**src/rtl/hufpk_pkg.sv**
```systemverilog
// Package for the Huffman table bit packer: sizes, function codes and the
// entry type that passes from the front end to the packing back end.
// No dependencies.
package hufpk_pkg;

  localparam int MAX_CODE_LEN = 32;
  localparam int SYMBOL_COUNT = 256;

  localparam int BYTE_BITS    = 8;
  localparam int SYM_W        = 8;
  localparam int CODE_W       = 32;
  localparam int LEN_W        = 6;
  localparam int PAD_W        = 3;
  localparam int FUNC_W       = 2;
  localparam int CODE_LIMIT   = (MAX_CODE_LEN < CODE_W) ? MAX_CODE_LEN : CODE_W;
  localparam int IDX_W        = (SYMBOL_COUNT > 1) ? $clog2(SYMBOL_COUNT) : 1;

  localparam int ACC_W        = CODE_W + BYTE_BITS - 1;
  localparam int CNT_W        = $clog2(ACC_W + 1);

  localparam int QUEUE_DEPTH  = 4;
  localparam int QPTR_W       = $clog2(QUEUE_DEPTH);
  localparam int QCNT_W       = $clog2(QUEUE_DEPTH + 1);

  typedef enum logic [FUNC_W-1:0] {
    FUNC_LOAD   = 2'd0,
    FUNC_ENCODE = 2'd1,
    FUNC_FLUSH  = 2'd2
  } func_t;

  typedef struct packed {
    logic              is_flush;
    logic [CODE_W-1:0] code;
    logic [LEN_W-1:0]  len;
  } job_t;

endpackage

```
**src/rtl/hufpk_back.sv**
```systemverilog
// Back end: merges codes into the bit accumulator; the output register
// gets up to one packed word per cycle if free. Depends on hufpk_pkg.
module hufpk_back (
  input  logic                            clk,
  input  logic                            rst_n,
  input  logic                            pop_valid,
  output logic                            pop_ready,
  input  hufpk_pkg::job_t                 pop_job,
  output logic                            out_valid,
  input  logic                            out_ready,
  output logic [hufpk_pkg::BYTE_BITS-1:0] out_byte,
  output logic                            out_byte_valid,
  output logic [hufpk_pkg::PAD_W-1:0]     out_pad_count,
  output logic                            out_last
);

  localparam int BB = hufpk_pkg::BYTE_BITS;

  logic [hufpk_pkg::ACC_W-1:0] acc_r, acc_nxt;
  logic [hufpk_pkg::CNT_W-1:0] cnt_r, cnt_nxt;
  logic                        ov_r;
  logic [BB-1:0]               ob_r;
  logic                        obv_r;
  logic [hufpk_pkg::PAD_W-1:0] opad_r;
  logic                        olast_r;

  logic                        out_free;
  logic                        drain;
  logic                        emit;
  logic [BB-1:0]               e_byte;
  logic                        e_bv;
  logic [hufpk_pkg::PAD_W-1:0] e_pad;
  logic                        e_last;
  logic [hufpk_pkg::ACC_W-1:0] acc_m;
  logic [hufpk_pkg::CNT_W-1:0] total_m;

  assign out_free  = !ov_r || out_ready;
  assign drain     = cnt_r >= hufpk_pkg::CNT_W'(BB);
  assign pop_ready = out_free && !drain;

  assign acc_m   = acc_r | (hufpk_pkg::ACC_W'(pop_job.code) << cnt_r[$clog2(BB)-1:0]);
  assign total_m = cnt_r + hufpk_pkg::CNT_W'(pop_job.len);

  always_comb begin
    acc_nxt = acc_r;
    cnt_nxt = cnt_r;
    emit    = 1'b0;
    e_byte  = acc_r[BB-1:0];
    e_bv    = 1'b1;
    e_pad   = '0;
    e_last  = 1'b0;
    priority if (drain && out_free) begin
      emit    = 1'b1;
      e_last  = cnt_r < hufpk_pkg::CNT_W'(2 * BB);
      acc_nxt = acc_r >> BB;
      cnt_nxt = cnt_r - hufpk_pkg::CNT_W'(BB);
    end else if (pop_valid && pop_ready && pop_job.is_flush) begin
      emit    = 1'b1;
      e_last  = 1'b1;
      e_bv    = cnt_r != '0;
      e_pad   = (cnt_r != '0) ? hufpk_pkg::PAD_W'(hufpk_pkg::CNT_W'(BB) - cnt_r) : '0;
      acc_nxt = '0;
      cnt_nxt = '0;
    end else if (pop_valid && pop_ready) begin
      if (total_m >= hufpk_pkg::CNT_W'(BB)) begin
        emit    = 1'b1;
        e_byte  = acc_m[BB-1:0];
        e_last  = total_m < hufpk_pkg::CNT_W'(2 * BB);
        acc_nxt = acc_m >> BB;
        cnt_nxt = total_m - hufpk_pkg::CNT_W'(BB);
      end else begin
        acc_nxt = acc_m;
        cnt_nxt = total_m;
      end
    end else begin
      emit = 1'b0;
    end
  end

  always_ff @(posedge clk) begin
    if (!rst_n) begin
      acc_r <= '0;
      cnt_r <= '0;
      ov_r  <= 1'b0;
    end else begin
      acc_r <= acc_nxt;
      cnt_r <= cnt_nxt;
      if (emit) begin
        ov_r <= 1'b1;
      end else if (out_ready) begin
        ov_r <= 1'b0;
      end
    end
  end

  always_ff @(posedge clk) begin
    if (emit) begin
      ob_r    <= e_byte;
      obv_r   <= e_bv;
      opad_r  <= e_pad;
      olast_r <= e_last;
    end
  end

  assign out_valid      = ov_r;
  assign out_byte       = ob_r;
  assign out_byte_valid = obv_r;
  assign out_pad_count  = opad_r;
  assign out_last       = olast_r;

endmodule

```
**config.mk**
```make
export PLATFORM = sky130hd
export DESIGN_NAME = hufpk_back
export DESIGN_NICKNAME = d
export VERILOG_FILES = /design/src/rtl/hufpk_pkg.sv /design/src/rtl/hufpk_back.sv
export SDC_FILE = /design/constraint.sdc
export NUM_CORES = 1
export LEC_CHECK = 0
export ABC_AREA = 0
export BUFFER_PORTS_ARGS = -buffer_cell sky130_fd_sc_hd__clkbuf_2
export CAP_MARGIN = 20
export CORE_MARGIN = 1.5
export CORE_UTILIZATION = 29
export DETAILED_ROUTE_END_ITERATION = 7
export PLACE_DENSITY_LB_ADDON = 0.05
export SYNTH_ARGS = -nofsm -noshare
export SYNTH_HDL_FRONTEND = slang
export SYNTH_SLANG_ARGS = --single-unit
```
**constraint.sdc**
```tcl
create_clock -name clk -period 3.8 [get_ports clk]
set_clock_uncertainty 0.05 [all_clocks]
set_input_delay 0.57 -clock clk [delete_from_list [all_inputs] [get_ports clk]]
set_output_delay 0.57 -clock clk [all_outputs]
set_load 0.03 [all_outputs]
```
* After elaboration in Yosys (flattened, before gate mapping)
Index checks and enable logic that the tools add are counted.
** Operators by class
- $add $sub $neg :: 4
- Magnitude comparators :: 4
- Shifts and indexed selects :: 1
- Mux-type cells :: 22
- Bitwise logic cells :: 4
- Reduce and logical (&&, ||, !) cells :: 13
** Operators by type and width (count)
- $mux W31 :: 3
- $mux W39 :: 1
- $or A39 B39 Y39 :: 1
- $shl A32 B3 Y39 :: 1
- $mux W8 :: 4
- $mux W6 :: 4
- $ge A6 B4 Y1 const B :: 2
- $lt A6 B5 Y1 const B :: 2
- $sub A6 B4 Y6 const B :: 2
- $mux W1 :: 10
- $add A6 B6 Y6 :: 1
- $reduce_bool A6 Y1 :: 1
- $reduce_or A3 Y1 :: 2
- $logic_and A1 B1 Y1 :: 4
- $not A1 Y1 :: 3
- $reduce_bool A3 Y1 :: 1
- $sub A1 B3 Y3 const A :: 1
- $logic_not A1 Y1 :: 2
- $reduce_bool A2 Y1 :: 1
- $reduce_or A2 Y1 :: 1
- $logic_or A1 B1 Y1 :: 1
** Word-level totals
- Register bits :: 59
- Bits of input ports :: 43
- Output and inout port bits :: 15
- Logic and storage cells :: 56

* Longest topological paths before layout
- Depth in word-level cells :: 8
- Mapped depth :: 12
- Mapped depth without buffers :: 11

* Worst setup path before layout
OpenSTA, ideal clock, no wires.
- Path kind :: input port to flip-flop
- Start point :: input port pop_job[0] (netlist name)
- End point :: register ob_r[0], in the netlist out_byte[0], enable pin
- Setup time :: 0.384 ns
- Arrival time :: 3.021 ns
- Required time :: 3.366 ns
- Setup slack :: 0.345 ns
- Stages on the path :: 11
- Buffers on the path :: 1
- Cells stage by stage :: ha_1 fa_1 a21o_1 a21oi_1 xor2_1 ha_1 nand3_1 o21ai_1 a21oi_4 buf_6 o21ai_1
** On the way
- Longest elaborated chain between the ends :: 6
** RTL lines
- from (decl) :: line hufpk_back.sv:8 : input hufpk_pkg::job_t pop_job,
- $add A6 B6 Y6 :: line hufpk_back.sv:42 : assign total_m = cnt_r + hufpk_pkg::CNT_W'(pop_job.len);
- $ge A6 B4 Y1 :: line hufpk_back.sv:65 : if (total_m >= hufpk_pkg::CNT_W'(BB)) begin
- $mux W1 :: line hufpk_back.sv:65
- $mux W1 :: line hufpk_back.sv:64 : end else if (pop_valid && pop_ready) begin
- $mux W1 :: line hufpk_back.sv:57 : end else if (pop_valid && pop_ready && pop_job.is_flush) begin
- $mux W1 :: line hufpk_back.sv:52 : priority if (drain && out_free) begin
- via emit :: line hufpk_back.sv:29 : logic emit;
- to (signal assigned) :: line hufpk_back.sv:98 : ob_r <= e_byte;
- to (decl) :: line hufpk_back.sv:22 : logic [BB-1:0] ob_r;
The timed path passes the listed nets, and every way through them passes these cells.
A chain may end at the register's enable or synchronous reset.

* Worst setup path in the final report
- Start point :: register cnt_r[0] (netlist name)
- End point :: register acc_r[16] (netlist name)
** On the way
- Longest elaborated chain between the ends :: 7
- Elaborated cells between the ends (all ways) :: 15
- Those cells by class :: add/sub: 1; order compare: 2; shift: 1; mux: 4; bitwise: 1; reduce/logical: 6
** RTL lines
- from (decl) :: line hufpk_back.sv:20 : logic [hufpk_pkg::CNT_W-1:0] cnt_r, cnt_nxt;
- from (signal assigned) :: line hufpk_back.sv:87 : cnt_r <= cnt_nxt;
- parallel branches: the longest is 7 deep, another holds $add A6 B6 Y6
- to (signal assigned) :: line hufpk_back.sv:86 : acc_r <= acc_nxt;
- to (decl) :: line hufpk_back.sv:19 : logic [hufpk_pkg::ACC_W-1:0] acc_r, acc_nxt;
Parallel ways; which one is timed is not known. The select of a mux whose other input is x is not followed.

==> results.yml <==
outcome:
  status: "finished, final reports clean"
grt:
  grt_max_degree: 46
  grt_pass1_vias: 4029
  grt_pass1_wl_um: 24200
  antenna_found_initial: 0
  overflow: 0
  grt_use_total: 0.194
yosys:
  synth_top_flop_cell: "dfxtp_1"
  syn_inst: 514
  synthSimpleGateAreaFrac: 0.166
  syn_area_sq_um: 4620
  syn_nets: 568
  ys_types: 67
  yosysTopAreaCell: "dfxtp_1"
  synth_mux_area_frac: 0.150
  synth_top_family_by_area: "compound AO/OA/AOI/OAI gates"
  synth_compound_area_frac: 0.300
  synth_top_area_share: 0.199
  avgSynthCellArea_sq_um: 8.99
  ys_seq_area_frac: 0.284
  synth_edf_count: 13
  async_reset_ff_frac: 0
  synthAdderAreaFrac: 0.0314
  yosys-top-cells-area: "dfxtp_1 (20%), edfxtp_1 (8.5%), mux4_2 (6.3%), nand2_1 (5.1%), a32o_1 (3.9%)"
  ys_seq_elements: 59
  yosysWarnings: 0
  synth-xor-area-share: 0.0163
setup_path:
  critPathKind: "flip-flop to flip-flop"
  endpoint_kind: "flip-flop"
  crit_required_ns: 3.98
  crit_arrival_ns: 3.28
  critPathMaxStageDelay_ns: 0.41
  reg2reg_depth: 12
  worst_setup_path_start_kind: "flip-flop"
  critical-path-slowest-cell: "fa_1"
  rrSetupSlack_ns: 0.70
  crit_chain: "ha_1 > fa_1 > a21o_1 > a21oi_1 > xor2_1 > ha_1 > nand3_1 > o21ai_1 > a21oi_4 > buf_4 > or3_1 > a32o_1"
  r2r_end: "acc_r[16]"
  crit_path_start: "cnt_r[0]"
  crit_top_cell: "ha_1"
  worstReg2RegStart: "cnt_r[0]"
  cp-endpoint: "acc_r[16]"
  worstPathMaxFanout: 22
power:
  p_leak_nw: 2.02
  finalPower_mw: 3.84
  power_density_nw_per_um2: 713
  peakVddDrop_uv: 233
cells_and_area:
  nFillCells: 1586
  syn2layout_area_growth_pct: 16.5
  diodes: 0
  drive_gt1_frac: 0.245
  regArea_sq_um: 1310
  num-nets-final: 613
  multi_input_area_sq_um: 3070
clock_tree:
  numCtsBuffers: 9
  clock_sinks: 59
  h-tree-depth: 3
  cts_tree: "built"
  insertion_delay_ns: 0.34
  post-cts-setup-buffers: 0
  clockBufferDepth: 2
  cts_root_buf: "clkbuf_16"
  cts-resized-gates: 0
  clk_pin_slew_ns: 0.05
  hold_buffers: 0
routing:
  wl_per_cell_um: 20.2
  drt-initial-drc-count: 290
  vias: 4316
  wirelength_um: 15700
  drt_first_pass_iters: 4
  final_antenna_net_count: 0
  routed_via_density: 5.57
  remaining_drc_errors: 0
floorplanning:
  fp.dieH_um: 129
  die_w_um: 129
  design.core.area_sq_um: 15400
  start_util: 0.301
  row_count: 45
  dieArea_sq_um: 16700
  io_pins: 58
placement:
  globalplace.congestion: 0.815
  dp_hpwl_um: 11400
  io_buffers: 57
sta:
  post-route-min-period_ns: 3.10
  tightest_slew_ns: 0.767
  max_slew_margin: 0.486
  hold_viol_final: 0
  max_clock_freq_ghz: 0.323
  rsz0062_at_grt: "false"
  fin_crit_sh: 0.815
  finalSetupTns_ns: 0
  finalSetupViolCount: 0
  slew_violations: 0
flow_run:
  cap_viol_max_count: 0
hold_path:
  min_from: "acc_r[27]"
  hp-class: "flip-flop to flip-flop"
[power breakdown]
group | leakage [nW] | total [mW] | switching [mW] | internal (mW)
clock network | 0.146 | 0.803 | 0.304 | 0.498
registers | 0.509 | 0.932 | 0.104 | 0.828
logic | 1.37 | 2.10 | 1.38 | 0.724
total | 2.02 | 3.84 | 1.79 | 2.05
[layout make-up]
cell class / instances / area share
Clock buffer: 9 / 0.0419
Tap cell: 211 / 0.0491
Timing Repair Buffer: 74 / 0.0767
Multi-Input combinational cell: 405 / 0.570
Inverter: 10 / 0.00698
Sequential cell: 59 / 0.244
Clock inverter: 7 / 0.0109
[cells by family after synthesis]
logic type                 Yosys count
buffers and inverters               50
adders and majority gates           11
muxes                               49
xor gates and xnor gates             6
and+or+nand+nor                    163
AOI/OAI and AO/OA                  176
DFF                                 59
[placed cells by master, fill, tap and decap left out, types with 6 or more instances in the layout]
cell,Yosys,final
a2111oi_1,6,6
a22o_1,16,16
nor2_1,44,44
mux4_2,13,13
a21oi_1,21,21
a21o_1,17,17
clkbuf_2,0,57
mux2_2,15,15
ha_1,10,10
nor3_1,7,7
a22oi_1,8,8
mux2i_1,18,18
dfxtp_1,46,44
nand2b_1,8,8
buf_4,0,17
nand2_1,63,63
edfxtp_1,13,13
a211oi_1,24,24
a32o_1,18,18
o21ai_0,14,14
and2_1,11,11
inv_1,8,8
clkbuf_16,0,9
[per-stage QoR]
stage	setup WS (ns)	hold WS, ns	utilization	cells	cell area (sq um)
floorplan	0.345	0.400	-	514	4620
global route	0.478	0.461	0.350	775	5380
detailed placement	0.375	0.436	0.331	758	5090
CTS	0.715	0.444	0.350	774	5370
global placement	0.410	0.431	0.331	758	5090
finish	0.704	0.444	0.350	775	5380
[critical path, delay by kind of cell (launching register included)]
family	cells	cell delay, ns
adders and majority gates	3	0.78
xor gates and xnor gates	1	0.22
buffers and inverters	1	0.23
DFF	1	0.33
AOI/OAI and AO/OA	5	0.91
and+or+nand+nor	2	0.44
[sequential cells by signal (all words and copies together) (netlist names)]
name	flops
out_byte	8
out_byte_valid	1
out_pad_count	3
cnt_r	6
out_valid	1
out_last	1
acc_r	39
[Yosys cell counts, drive strengths merged (4+ instances only)]
library cell / instances
a2111oi: 10
a211oi: 27
a21o: 17
a21oi: 22
a221oi: 6
a22o: 16
a22oi: 8
a32o: 18
and2: 11
and3: 4
buf: 21
clkbuf: 19
dfxtp: 46
edfxtp: 13
ha: 10
inv: 9
mux2: 17
mux2i: 19
mux4: 13
nand2: 63
nand2b: 8
nand3: 6
nand3b: 5
nor2: 44
nor2b: 4
nor3: 10
o21a: 4
o21ai: 20
o22ai: 5
[how the worst min path moves through the flow]
stage / to / slack, ns / cells past startpoint
6_report: acc_r[27] / 0.44 / 2
5_1_grt: acc_r[27] / 0.46 / 2
4_1_cts: acc_r[27] / 0.44 / 2
3_5_place_dp: acc_r[27] / 0.44 / 2
3_3_place_gp: acc_r[27] / 0.43 / 2
2_1_floorplan: acc_r[27] / 0.40 / 2
[per-layer routing]
metal	global-route usage	routed length, um
met3	0.0256	704
met1	0.304	8280
met2	0.265	6400
met5	0	0
met4	0.0720	270
(Power assumes the default switching activity.)
