**src/rtl/hufpk_pkg.sv**
```systemverilog
// Package for the Huffman table bit packer: sizes, function codes and the
// entry type that passes from the front end to the packing back end.
// No dependencies.
package hufpk_pkg;

  localparam int MAX_CODE_LEN = 32;
  localparam int SYMBOL_COUNT = 256;

  localparam int BYTE_BITS    = 8;
  localparam int SYM_W        = 8;
  localparam int CODE_W       = 32;
  localparam int LEN_W        = 6;
  localparam int PAD_W        = 3;
  localparam int FUNC_W       = 2;
  localparam int CODE_LIMIT   = (MAX_CODE_LEN < CODE_W) ? MAX_CODE_LEN : CODE_W;
  localparam int IDX_W        = (SYMBOL_COUNT > 1) ? $clog2(SYMBOL_COUNT) : 1;

  localparam int ACC_W        = CODE_W + BYTE_BITS - 1;
  localparam int CNT_W        = $clog2(ACC_W + 1);

  localparam int QUEUE_DEPTH  = 4;
  localparam int QPTR_W       = $clog2(QUEUE_DEPTH);
  localparam int QCNT_W       = $clog2(QUEUE_DEPTH + 1);

  typedef enum logic [FUNC_W-1:0] {
    FUNC_LOAD   = 2'd0,
    FUNC_ENCODE = 2'd1,
    FUNC_FLUSH  = 2'd2
  } func_t;

  typedef struct packed {
    logic              is_flush;
    logic [CODE_W-1:0] code;
    logic [LEN_W-1:0]  len;
  } job_t;

endpackage

```
**src/rtl/hufpk_queue.sv**
```systemverilog
// Short job queue between the front end and the packer.
// Depends on hufpk_pkg.
module hufpk_queue (
  input  logic            clk,
  input  logic            rst_n,
  input  logic            push_valid,
  output logic            push_ready,
  input  hufpk_pkg::job_t push_job,
  output logic            pop_valid,
  input  logic            pop_ready,
  output hufpk_pkg::job_t pop_job
);

  hufpk_pkg::job_t                entries [hufpk_pkg::QUEUE_DEPTH];
  logic [hufpk_pkg::QPTR_W-1:0]   wr_ptr_r, wr_ptr_nxt;
  logic [hufpk_pkg::QPTR_W-1:0]   rd_ptr_r, rd_ptr_nxt;
  logic [hufpk_pkg::QCNT_W-1:0]   count_r, count_nxt;
  logic                           do_push;
  logic                           do_pop;

  assign push_ready = count_r != hufpk_pkg::QCNT_W'(hufpk_pkg::QUEUE_DEPTH);
  assign pop_valid  = count_r != '0;
  assign pop_job    = entries[rd_ptr_r];
  assign do_push    = push_valid && push_ready;
  assign do_pop     = pop_valid && pop_ready;

  always_comb begin
    wr_ptr_nxt = wr_ptr_r;
    rd_ptr_nxt = rd_ptr_r;
    count_nxt  = count_r;
    if (do_push) begin
      wr_ptr_nxt = (wr_ptr_r == hufpk_pkg::QPTR_W'(hufpk_pkg::QUEUE_DEPTH - 1)) ?
                   '0 : wr_ptr_r + 1'b1;
    end
    if (do_pop) begin
      rd_ptr_nxt = (rd_ptr_r == hufpk_pkg::QPTR_W'(hufpk_pkg::QUEUE_DEPTH - 1)) ?
                   '0 : rd_ptr_r + 1'b1;
    end
    if (do_push && !do_pop) begin
      count_nxt = count_r + 1'b1;
    end else if (do_pop && !do_push) begin
      count_nxt = count_r - 1'b1;
    end
  end

  always_ff @(posedge clk) begin
    if (do_push) begin
      entries[wr_ptr_r] <= push_job;
    end
  end

  always_ff @(posedge clk) begin
    if (!rst_n) begin
      wr_ptr_r <= '0;
      rd_ptr_r <= '0;
      count_r  <= '0;
    end else begin
      wr_ptr_r <= wr_ptr_nxt;
      rd_ptr_r <= rd_ptr_nxt;
      count_r  <= count_nxt;
    end
  end

endmodule

```
**config.mk**
```make
export PLATFORM = sky130hd
export DESIGN_NAME = hufpk_queue
export DESIGN_NICKNAME = d
export VERILOG_FILES = /design/src/rtl/hufpk_pkg.sv /design/src/rtl/hufpk_queue.sv
export SDC_FILE = /design/constraint.sdc
export NUM_CORES = 1
export LEC_CHECK = 0
export BUFFER_PORTS_ARGS = -buffer_cell sky130_fd_sc_hd__buf_2
export CAP_MARGIN = 5
export CORE_MARGIN = 4
export CORE_UTILIZATION = 40
export DETAILED_ROUTE_END_ITERATION = 12
export GPL_ROUTABILITY_DRIVEN = 1
export PLACE_DENSITY = 0.72
export SYNTH_ARGS = -nofsm -noshare
export SYNTH_HDL_FRONTEND = slang
export SYNTH_SLANG_ARGS = --single-unit
```
**constraint.sdc**
```tcl
create_clock -name clk -period 2.3 [get_ports clk]
set_clock_uncertainty 0.1 [all_clocks]
set_input_delay 0.23 -clock clk [delete_from_list [all_inputs] [get_ports clk]]
set_output_delay 0.23 -clock clk [all_outputs]
set_load 0.01 [all_outputs]
```
; ---- After elaboration in Yosys (flattened, before gate mapping)
; Memories as Yosys holds them, arrays and structs flattened. A register that Yosys moved wholly into a read port is not among the register bits.
; Index checks and enable logic that the tools add are counted.
[word_totals]
regBits = 7
ram_bits = 156
input_bits = 43
out_inout_bits = 41
wordCells = 27
n_memories = 1
[classes]
add_sub_neg = 4
n_eq_ne = 3
mux = 8
reduce_logical = 8
[mem_list]
columns = name, depth, width, rd, rd_ports_with_merged_regs, write_ports, line_no
row1 = entries, 4, 39, 1, 1, 1, hufpk_queue.sv:14  ; hufpk_pkg::job_t entries [hufpk_pkg::QUEUE_DEPTH];
[op_table]
columns = cell, count
row1 = two-way mux 2 bit, 4
row2 = two-way mux 3 bit, 2
row3 = adder 2 x 1 -> 2 bit (second input constant), 2
row4 = equality test 2 bit (second input constant), 2
row5 = logical AND 1 bit, 4
row6 = adder 3 x 1 -> 3 bit (second input constant), 1
row7 = inequality test 3 bit (second input constant), 1
row8 = nonzero test 3 bit, 1
row9 = subtractor 3 x 1 -> 3 bit (second input constant), 1
row10 = logical NOT 1 bit, 2
row11 = two-way mux 1 bit, 2
row12 = nonzero test 2 bit, 1

; ---- Depth between registers and ports, before layout
; Gate-level depths: netlist (run 1).
[logic_depth]
ltp_word = 6
mapped_depth = 9
ltp_nobuf = 8

; ---- Worst setup path before layout (run 1)
; Ideal clock, no wire load.
[synth_timing]
kind = reg2reg
start = reg count_r[0] (netlist bit)
end = reg count_r[2] (netlist bit)
setup_time_ps = 76
arrival_time_ps = 2128
required_time_ps = 2124
setup_slack_ps = -4
path_stages_with_launch = 8
n_path_buf = 0
synth_period_minus_slack_ps = 2304
cell_sequence = dfxtp_1 > o31ai_1 > ha_1 > inv_1 > fa_1 > xor2_1 > or3_2 > a21boi_0
[synth_via]
elab_chain_cells = 5
word_cells_on_any_way = 13
cone_classes = 2 x add/sub / 1 x eq/ne / 2 x mux / 8 x reduce/logical
[synth_lines]
columns = element, line_no
row1 = start: declaration, hufpk_queue.sv:17  ; logic [hufpk_pkg::QCNT_W-1:0] count_r, count_nxt;
row2 = start signal: assignment, hufpk_queue.sv:60  ; count_r <= count_nxt;
row3 = "parallel branches: the longest is 5 deep, another holds subtractor 3 x 1 -> 3 bit", n/a
; Several ways; the timed one is not identified. The select of a mux whose other input is x is not followed.
; A chain may end at the register's enable or synchronous reset.

; ---- Worst setup path in the final report (run 1)
[layout_timing]
start = reg count_r[1] (netlist bit)
end = reg count_r[2] (netlist bit)
; Same word-level chain as after synthesis.

==> metrics.cfg, run 1 <==
[floorplanning]
die_y_um=132
pin_count=84
die_area_um2=17300
coreArea_um2=14800
rows=44
initial_core_util=0.414
die_w_um=132

[power]
seqPwrFrac=0.458
sw_frac_of_total=0.263
p_leak_uw=0.00264
power.share.clock=0.317
cellPowerDensity_nw_per_um2=1070
switching_power_uw=2170
vdd_ir_drop_max_v=0.000546
p_int_uw=6090
combPwrFrac=0.225

[clock_tree]
path_clk_slew_ns=0.06
h-tree-depth=4
tritoncts=built
root_buffer=clkbuf_16
cts_buffers=17
cts_max_path_buffers=2
cts_setup_buffers=0
clk_latency_ns=0.42
cts.sinks=165

[place]
globalplace.congestion=0.710
placed_cells=517
hpwl_um=6270
place_area_um2=6770
pre_cts_ws_ns=0.0192
port_buffers=83

[cells_and_area]
multi_input_area_um2=1180
syn_to_final_growth_pct=26.7
antenna_cells=0
final_area_um2=7730
fin_cells=587
drive_gt1_frac=0.427
ff_latch_area_um2=4880
final_nets=441
fill_cells=1181

[worst_setup_path]
path_cells=o31ai_2 > ha_4 > inv_2 > fa_2 > xor2_1 > or3_2 > a21boi_1
critPathKind=reg2reg
cp-start-kind=register
cp_max_fo=5
crit_required_ns=2.55
ff2ff_setup_slack_ns=0.07
max_stage_delay_ns=0.42
cp-end-kind=register
crit_slowest_cell=or3_2
arrival_ns=2.48

[sta]
tns_ns=0
finalHoldViolCount=0
fin_crit_ns=2.23
fin_crit_sh=0.969
maxSlewHeadroom=0.287
worst_slack_ns=0.0717
finalSetupViolations=0
worst_slew_pin_slew_ns=1.07
fmax_mhz=449
drv_slew=0

[synth]
seq_area_frac_synth=0.797
yosysWarnings=0
ys_async_sr_fraction=0
synth_top_area_share=0.768
yosys.cell_count.top_type=edfxtp_1
synth-edff-count=156
yosys_register_bits=165
avgSynthCellArea_um2=24.0
synth_area_leaders=edfxtp_1 77%, mux4_2 14%, dfxtp_1 3.0%
synth_nets=304
ys_dominant_reg_cell=edfxtp_1
synth_common_cells=156 x edfxtp_1, 39 x mux4_2, 9 x dfxtp_1
syn_inst=254
netlist_area_um2=6100
post-synth-top-area-cell=edfxtp_1
ys_types=27

[global_routing]
grt_pass1_vias=3211
gr-total-overflow=0
antenna_found_initial=0
grt_pass1_wl_um=17200
grt_max_degree=40
grt_use_total=0.132

[route]
dr_wl_met2_um=5500
final_antenna_net_count=0
drtPass1Iterations=5
drt_iter0_markers=106
wl_met3_um=511
top_layer=met4
avgRoutedWirePerCell_um=18.2
drc=0
vias=2968
wl_um=10700
drt-vias-per-instance=5.06
wl_met1_um=4520

[outcome]
status=finished, final reports clean

[job]
maxCapViolCount=0

[worst_hold_path]
hold_class=in2reg

## registers in the layout, indices dropped and copies added, names as in the netlist, named ones only
| signal | flops |
|---|---|
| count_r | 3 |
| entries | 156 |
| rd_ptr_r | 2 |
| wr_ptr_r | 2 |
## what timing repair did
action,4_1_cts,5_1_grt
endpoints found under the setup margin,1,1
hold buffers,39,0
endpoints found under the hold margin,156,0
cloned,0,0
gates resized for setup,1,8
pin swaps,0,1
## final cells by class
| class | count | area share |
|---|---|---|
| inverters | 3 | 0.00146 |
| clock inverters | 14 | 0.0163 |
| clock buffers | 17 | 0.0550 |
| flip-flops and latches | 165 | 0.631 |
| multi-input cells | 76 | 0.153 |
| repair buffers | 128 | 0.113 |
| well taps | 184 | 0.0298 |
## final timing paths
check                    from           to  cells after the start
setup / recovery   count_r[1]   count_r[2]                      7
hold / removal     push_valid  wr_ptr_r[0]                      3
setup reg to reg   count_r[1]   count_r[2]                      7
hold reg to reg   wr_ptr_r[1]  wr_ptr_r[1]                      2
## metrics by stage
stage	total power (µW)	utilization	hold slack [ns]
finish	8260	0.524	0.0290
global route	8670	0.524	0.0110
CTS	8340	0.522	0.00654
detailed placement	5660	0.459	0.347
global placement	5600	0.459	0.340
floorplan	4970	-	0.229
## worst max-delay path: cells and delay by family (launching register included)
family	cells	cell delay (ns)
AO/OA/AOI/OAI	2	0.48
XOR/XNOR	1	0.17
adder cells (fa/ha/maj)	2	0.58
buffers and inverters	1	0.04
flip-flops	1	0.36
AND/OR/NAND/NOR	1	0.42
## cell usage in the layout, fill, tap and decap left out, types with 2 or more instances in the layout
cell type      count
nor2_1             2
mux2i_1            2
dlygate4sd3_1     39
buf_12             2
dfxtp_4            3
or3_2              2
edfxtp_1         156
mux4_2            39
nand3_1            2
buf_2             83
nand2_1            5
dfxtp_1            5
ha_1               5
o21ai_0            3
clkinvlp_4         3
and3_2             4
buf_4              4
inv_1              2
inv_6              6
clkbuf_16         17
clkinv_1           2
## cells by family (layout without fill, tap and decap cells)
family | Yosys count | in the layout | synth area share
flops | 165 | 165 | 0.797
compound gates | 6 | 6 | 0.00574
mux | 41 | 41 | 0.147
buf+inv | 13 | 162 | 0.0119
simple gates | 20 | 20 | 0.0193
xor+xnor | 2 | 2 | 0.00287
fa+ha+maj | 7 | 7 | 0.0156
## power by group through the flow
stage          combinational, µW  clock (µW)  sequential, µW
2_1_floorplan               1180           0            3790
3_3_place_gp                1790           0            3810
3_5_place_dp                1820           0            3840
4_1_cts                     1880        2690            3770
5_1_grt                     2040        2830            3810
6_report                    1860        2620            3780
## routing by layer
| metal | up-vias | global-route usage |
|---|---|---|
| li1 | 1346 | - |
| met5 | - | 0 |
| met2 | 76 | 0.209 |
| met4 | 0 | 0.0525 |
| met3 | 16 | 0.0485 |
| met1 | 1530 | 0.166 |
Note: power is estimated with default switching activity, not from simulation.
==> inputs of run 2 (changes only) <==
--- a/config.mk
+++ b/config.mk
@@ -10,6 +10,6 @@
 export CORE_MARGIN = 4
-export CORE_UTILIZATION = 40
+export CORE_UTILIZATION = 30
 export DETAILED_ROUTE_END_ITERATION = 12
 export GPL_ROUTABILITY_DRIVEN = 1
-export PLACE_DENSITY = 0.72
+export PLACE_DENSITY = 0.6
 export SYNTH_ARGS = -nofsm -noshare
--- a/constraint.sdc
+++ b/constraint.sdc
@@ -4,2 +4,2 @@
 set_output_delay 0.23 -clock clk [all_outputs]
-set_load 0.01 [all_outputs]
+set_load 0.005 [all_outputs]
==> run 2 against run 1 <==
Effect of this change:
- maximum frequency up 2.3%
- clock-buffer cell count up 1
- cell area up 3.2%
- sequential cell count unchanged
- critical path depth up 1
- routed wire length up 8.5%
- final cell count up 15%
- largest cell class unchanged
- first-iteration DRC count up 48%
- worst hold slack better by 0.034 ns
- register-to-register slack better by 0.05 ns
- clock power up 5%
- worst setup slack better by 0.049 ns
==> metrics.cfg, run 2 (synthesis results as in run 1) <==
[power]
vdd_ir_drop_max_v=0.000478  ; -12%
power.share.clock=0.326  ; +0.009
combPwrFrac=0.219  ; -0.006
p_int_uw=6350  ; +4.3%
cellPowerDensity_nw_per_um2=1050  ; -1.6%
switching_power_uw=2040  ; -6.2%
p_leak_uw=0.00272  ; +3.0%
seqPwrFrac=0.455  ; -0.003
sw_frac_of_total=0.243  ; -0.0200

[floorplanning]
initial_core_util=0.309  ; -0.104
pin_count=84  ; unchanged
rows=51  ; +16%
die_area_um2=22700  ; +31%
coreArea_um2=19700  ; +34%
die_w_um=151  ; +15%
die_y_um=151  ; +15%

[clock_tree]
tritoncts=built
path_clk_slew_ns=0.06  ; about the same
cts_max_path_buffers=2  ; unchanged
root_buffer=clkbuf_16
h-tree-depth=4  ; unchanged
clk_latency_ns=0.41  ; about the same
cts.sinks=165  ; unchanged
cts_buffers=17  ; unchanged

[worst_setup_path]
cp_max_fo=5  ; unchanged
max_stage_delay_ns=0.41  ; about the same
crit_slowest_cell=or3_2
cp-start-kind=register
path_cells=or3b_4 > and2_4 > ha_4 > inv_1 > fa_1 > xor2_1 > or3_2 > a21boi_1
critPathKind=reg2reg
arrival_ns=2.42  ; -0.06 ns
cp-end-kind=register
crit_required_ns=2.54  ; about the same

[sta]
fin_crit_sh=0.947  ; -0.0213
finalSetupViolations=0  ; unchanged
fin_crit_ns=2.18  ; -0.0491 ns
worst_slew_pin_slew_ns=0.478  ; -0.591 ns
maxSlewHeadroom=0.682  ; +0.394
finalHoldViolCount=0  ; unchanged
drv_slew=0  ; unchanged
rsz0062_at_grt=false
fmax_mhz=459  ; +2.3%
worst_slack_ns=0.121  ; +0.0491 ns
tns_ns=0  ; unchanged

[worst_hold_path]
hold_class=in2reg

[global_routing]
grt_max_degree=27  ; -33%
grt_use_total=0.108  ; -0.0241
grt_pass1_vias=3310  ; +3.1%
gr-total-overflow=0  ; unchanged
grt_pass1_wl_um=18100  ; +5.4%
antenna_found_initial=0  ; unchanged

[route]
wl_um=11600  ; +8.5%
avgRoutedWirePerCell_um=17.2  ; -5.6%
drt-vias-per-instance=4.44  ; -12%
drc=0  ; unchanged
drtPass1Iterations=4  ; -1
drt_iter0_markers=157  ; +48%
final_antenna_net_count=0  ; unchanged
vias=2999  ; +1.0%

[outcome]
status=finished, final reports clean

[place]
hpwl_um=7350  ; +17%
globalplace.congestion=0.755  ; +6.4%
port_buffers=83  ; unchanged
pre_cts_ws_ns=0.0183  ; -0.000891 ns
placed_cells=604  ; +17%

[cells_and_area]
top_register=entries
final_cell_mix=156 x edfxtp_1, 83 x buf_2, 40 x dlygate4sd3_1
reg_top3=entries x156, count_r x3
fin_cells=675  ; +15%
largest_reg_flops=156  ; unchanged
drive_gt1_frac=0.427  ; about the same
antenna_cells=0  ; unchanged
syn_to_final_growth_pct=30.8
final_nets=449  ; +1.8%
layout_commonest_cell=edfxtp_1

[job]
maxCapViolCount=0  ; unchanged

[run 2: cell count changes in the layout (fill, tap and decap cells not counted), sizes merged]
cell,change
dlygate4sd3,+1
inv,-5
clkbuf,+1
clkinv,+4
bufinv,+2
clkinvlp,-3
buf,+7
[run 2: per-layer routing]
metal  GRT usage  wire, µm  up-vias
li1            -         -     1354
met1       0.131      4850     1558
met2       0.183      6080       77
met3      0.0310       571       10
met4      0.0381       112        0
met5           0         0        -
[run 2: timing repair]
item / CTS / global route
endpoints found under the setup margin: 5 / 1
buffers inserted: 1 / 0
hold buffers: 40 / 0
resized for setup: 1 / 8
pin swaps: 0 / 2
cloned: 0 / 0
endpoints found under the hold margin: 157 / 0
[run 2: critical path, delay by kind of cell (launching register included)]
family	cells	cell delay, ns
flops	1	0.35
simple gates	3	0.80
compound gates	1	0.12
xor+xnor	1	0.17
buf+inv	1	0.05
fa+ha+maj	2	0.52
[run 2: cell type report]
class	instances	area (µm²)
Clock buffer	18	429
Multi-Input combinational cell	76	1190
Fill cell	1740	11700
Sequential cell	165	4880
Inverter	3	11.3
Timing Repair Buffer	136	1000
Tap cell	265	332
Clock inverter	12	138
[run 2: worst paths after layout]
path | start | end | slack, ns | cells after the start
hold / removal | rst_n | count_r[2] | 0.06 | 2
hold reg to reg | wr_ptr_r[0] | wr_ptr_r[0] | 0.41 | 2
setup reg to reg | count_r[2] | count_r[2] | 0.12 | 8
setup / recovery | count_r[2] | count_r[2] | 0.12 | 8
[run 2: per-stage QoR]
stage	hold WS [ns]	instance area, µm²	total power (µW)	utilization
final	0.0628	7980	8390	0.405
after global routing	0.0615	7980	8800	0.405
after CTS	0.0451	7950	8470	0.403
after detailed placement	0.347	6970	5660	0.354
after global placement	0.341	6970	5590	0.354
after floorplan	0.229	6110	4840	-
[run 2: power groups by stage]
| stage | clock, µW | combinational (µW) | sequential (µW) |
|---|---|---|---|
| 2_1_floorplan | 0 | 1050 | 3790 |
| 3_3_place_gp | 0 | 1710 | 3870 |
| 3_5_place_dp | 0 | 1760 | 3900 |
| 4_1_cts | 2800 | 1870 | 3800 |
| 5_1_grt | 2940 | 2020 | 3850 |
| 6_report | 2740 | 1840 | 3810 |
==> inputs of run 3 (changes only) <==
Settings changed: PLACE_DENSITY 0.6 to 0.58.
Clock period 2.3 ns to 2.21 ns, I/O delays scaled along.
==> run 3 against run 2 <==
Effect of this change:
- critical path depth is the same
- highest routed layer unchanged
- worst setup slack lost 0.049 ns
- sequential power grew 4%
==> metrics.cfg, run 3 (synthesis results as in run 1) <==
[clock_tree]
h-tree-depth=4  ; unchanged
root_buffer=clkbuf_16
path_clk_slew_ns=0.06  ; about the same
cts_buffers=17  ; unchanged
cts.sinks=165  ; unchanged
tritoncts=built
cts_max_path_buffers=2  ; unchanged
clk_latency_ns=0.41  ; about the same

[global_routing]
antenna_found_initial=0  ; unchanged
grt_use_total=0.107  ; -0.000746
grt_pass1_wl_um=17800  ; -1.6%
gr-total-overflow=0  ; unchanged
grt_max_degree=40  ; +48%
grt_pass1_vias=3261  ; -1.5%

[worst_hold_path]
hold_class=in2reg
min-delay-start=rst_n
whs_endpoint=wr_ptr_r[0]
hold_depth=3  ; +1

[place]
hpwl_um=6860  ; -6.7%
globalplace.congestion=0.693  ; -8.3%
port_buffers=83  ; unchanged
placed_cells=604  ; unchanged

[cells_and_area]
antenna_cells=0  ; unchanged
final_nets=449  ; unchanged
drive_gt1_frac=0.432  ; +0.00488
largest_reg_flops=156  ; unchanged
fill_cells=1806  ; +3.8%
ff_latch_area_um2=4880  ; +0.10%
layout_commonest_cell=edfxtp_1
multi_input_area_um2=1190  ; +0.21%
syn_to_final_growth_pct=29.1
reg_top3=entries x156, count_r x3
top_register=entries
final_cell_mix=156 x edfxtp_1, 83 x buf_2, 40 x dlygate4sd3_1
fin_cells=675  ; unchanged

[route]
wl_um=11500  ; -0.63%
drt_iter0_markers=140  ; -11%
drt-vias-per-instance=4.42  ; -0.57%
drc=0  ; unchanged
final_antenna_net_count=0  ; unchanged
avgRoutedWirePerCell_um=17.1  ; -0.63%
vias=2982  ; -0.57%
drtPass1Iterations=6  ; +2

[sta]
finalSetupViolations=0  ; unchanged
fmax_mhz=468  ; +1.9%
hold_ws_ns=0.0460  ; -0.0168 ns
tns_ns=0  ; unchanged
fin_crit_sh=0.968  ; +0.0202
maxSlewHeadroom=0.730  ; +0.0485
worst_slew_pin_slew_ns=0.405  ; -0.0728 ns
rsz0062_at_grt=false
fin_crit_ns=2.14  ; -0.0407 ns
finalHoldViolCount=0  ; unchanged
drv_slew=0  ; unchanged

[power]
vdd_ir_drop_max_v=0.000527  ; +10%
fin_total_pwr_uw=8340  ; -0.63%
cellPowerDensity_nw_per_um2=1060  ; +0.63%
p_leak_uw=0.00267  ; -1.8%

[worst_setup_path]
reg2reg_depth=8  ; unchanged
critPathKind=reg2reg
crit_required_ns=2.45  ; -0.09 ns
r2r-end=count_r[2]
path_cells=or3b_4 > and2_4 > ha_4 > inv_1 > fa_2 > xor2_1 > or3_2 > a21boi_1
cp_max_fo=5  ; unchanged
max_stage_delay_ns=0.41  ; about the same
crit_slowest_cell=or3_2
arrival_ns=2.38  ; -0.04 ns
ff2ff_setup_slack_ns=0.07  ; -0.05 ns
r2r_start=count_r[2]
cp-start-kind=register
cp-end-kind=register

[floorplanning]
die_w_um=151  ; unchanged
coreArea_um2=19700  ; unchanged
rows=51  ; unchanged
die_area_um2=22700  ; unchanged
initial_core_util=0.309  ; unchanged
pin_count=84  ; unchanged
die_y_um=151  ; unchanged

[job]
maxCapViolCount=0  ; unchanged

[outcome]
status=finished, final reports clean

## run 3: cell count changes in the layout (fill, tap and decap cells not counted), sizes merged
cell      previous run  this run
clkinvlp             0         3
clkbuf              18        20
clkinv               8         6
bufinv               3         0
## run 3: worst max path at each step
| stage | start | endpoint | depth (start not counted) |
|---|---|---|---|
| final | count_r[2] | count_r[2] | 8 |
| after global routing | count_r[1] | count_r[2] | 8 |
| after CTS | count_r[2] | count_r[2] | 8 |
| after detailed placement | count_r[0] | count_r[2] | 8 |
| after global placement | count_r[0] | count_r[2] | 8 |
| after floorplan | count_r[1] | count_r[2] | 9 |
## run 3: per-layer routing
layer	wire length, µm	GRT usage	vias up	share of wire
li1	-	-	1357	-
met1	5010	0.129	1550	0.43
met2	5790	0.178	58	0.50
met3	543	0.0355	17	0.047
met4	189	0.0422	0	0.016
met5	0	0	-	0
## run 3: report_power, final
group          internal (µW)  total [µW]  leakage (µW)  switching [µW]
clock                   1410        2510      0.000239            1100
sequential              3820        3950       0.00151             132
combinational           1020        1880      0.000924             865
total                   6240        8340       0.00267            2100
## run 3: cell type report
cell class | instances | share of cell area
flip-flops and latches | 165 | 0.620
multi-input cells | 76 | 0.152
repair buffers | 136 | 0.122
clock buffers | 20 | 0.0554
well taps | 265 | 0.0421
clock inverters | 10 | 0.00762
inverters | 3 | 0.00143
## run 3: what timing repair did
action / in CTS / in global routing
resized for setup: 7 / 1
endpoints found under the setup margin: 1 / 1
hold endpoints to repair: 157 / 0
pin swaps: 3 / 0
hold buffers: 40 / 0
setup buffers: 1 / 0
## run 3: critical path: cells and delay by family, from the launching register on
family | cells | cell delay, ns
compound gates | 1 | 0.14
simple gates | 3 | 0.79
flops | 1 | 0.36
buf+inv | 1 | 0.05
xor+xnor | 1 | 0.16
fa+ha+maj | 2 | 0.46
## run 3: through the flow
stage	worst slack, ns	cell area [µm²]	utilization
floorplan	0.0172	6110	-
global placement	0.0671	6940	0.352
detailed placement	-0.0350	6940	0.352
CTS	0.0181	7880	0.399
global route	0.0458	7880	0.400
finish	0.0715	7880	0.400
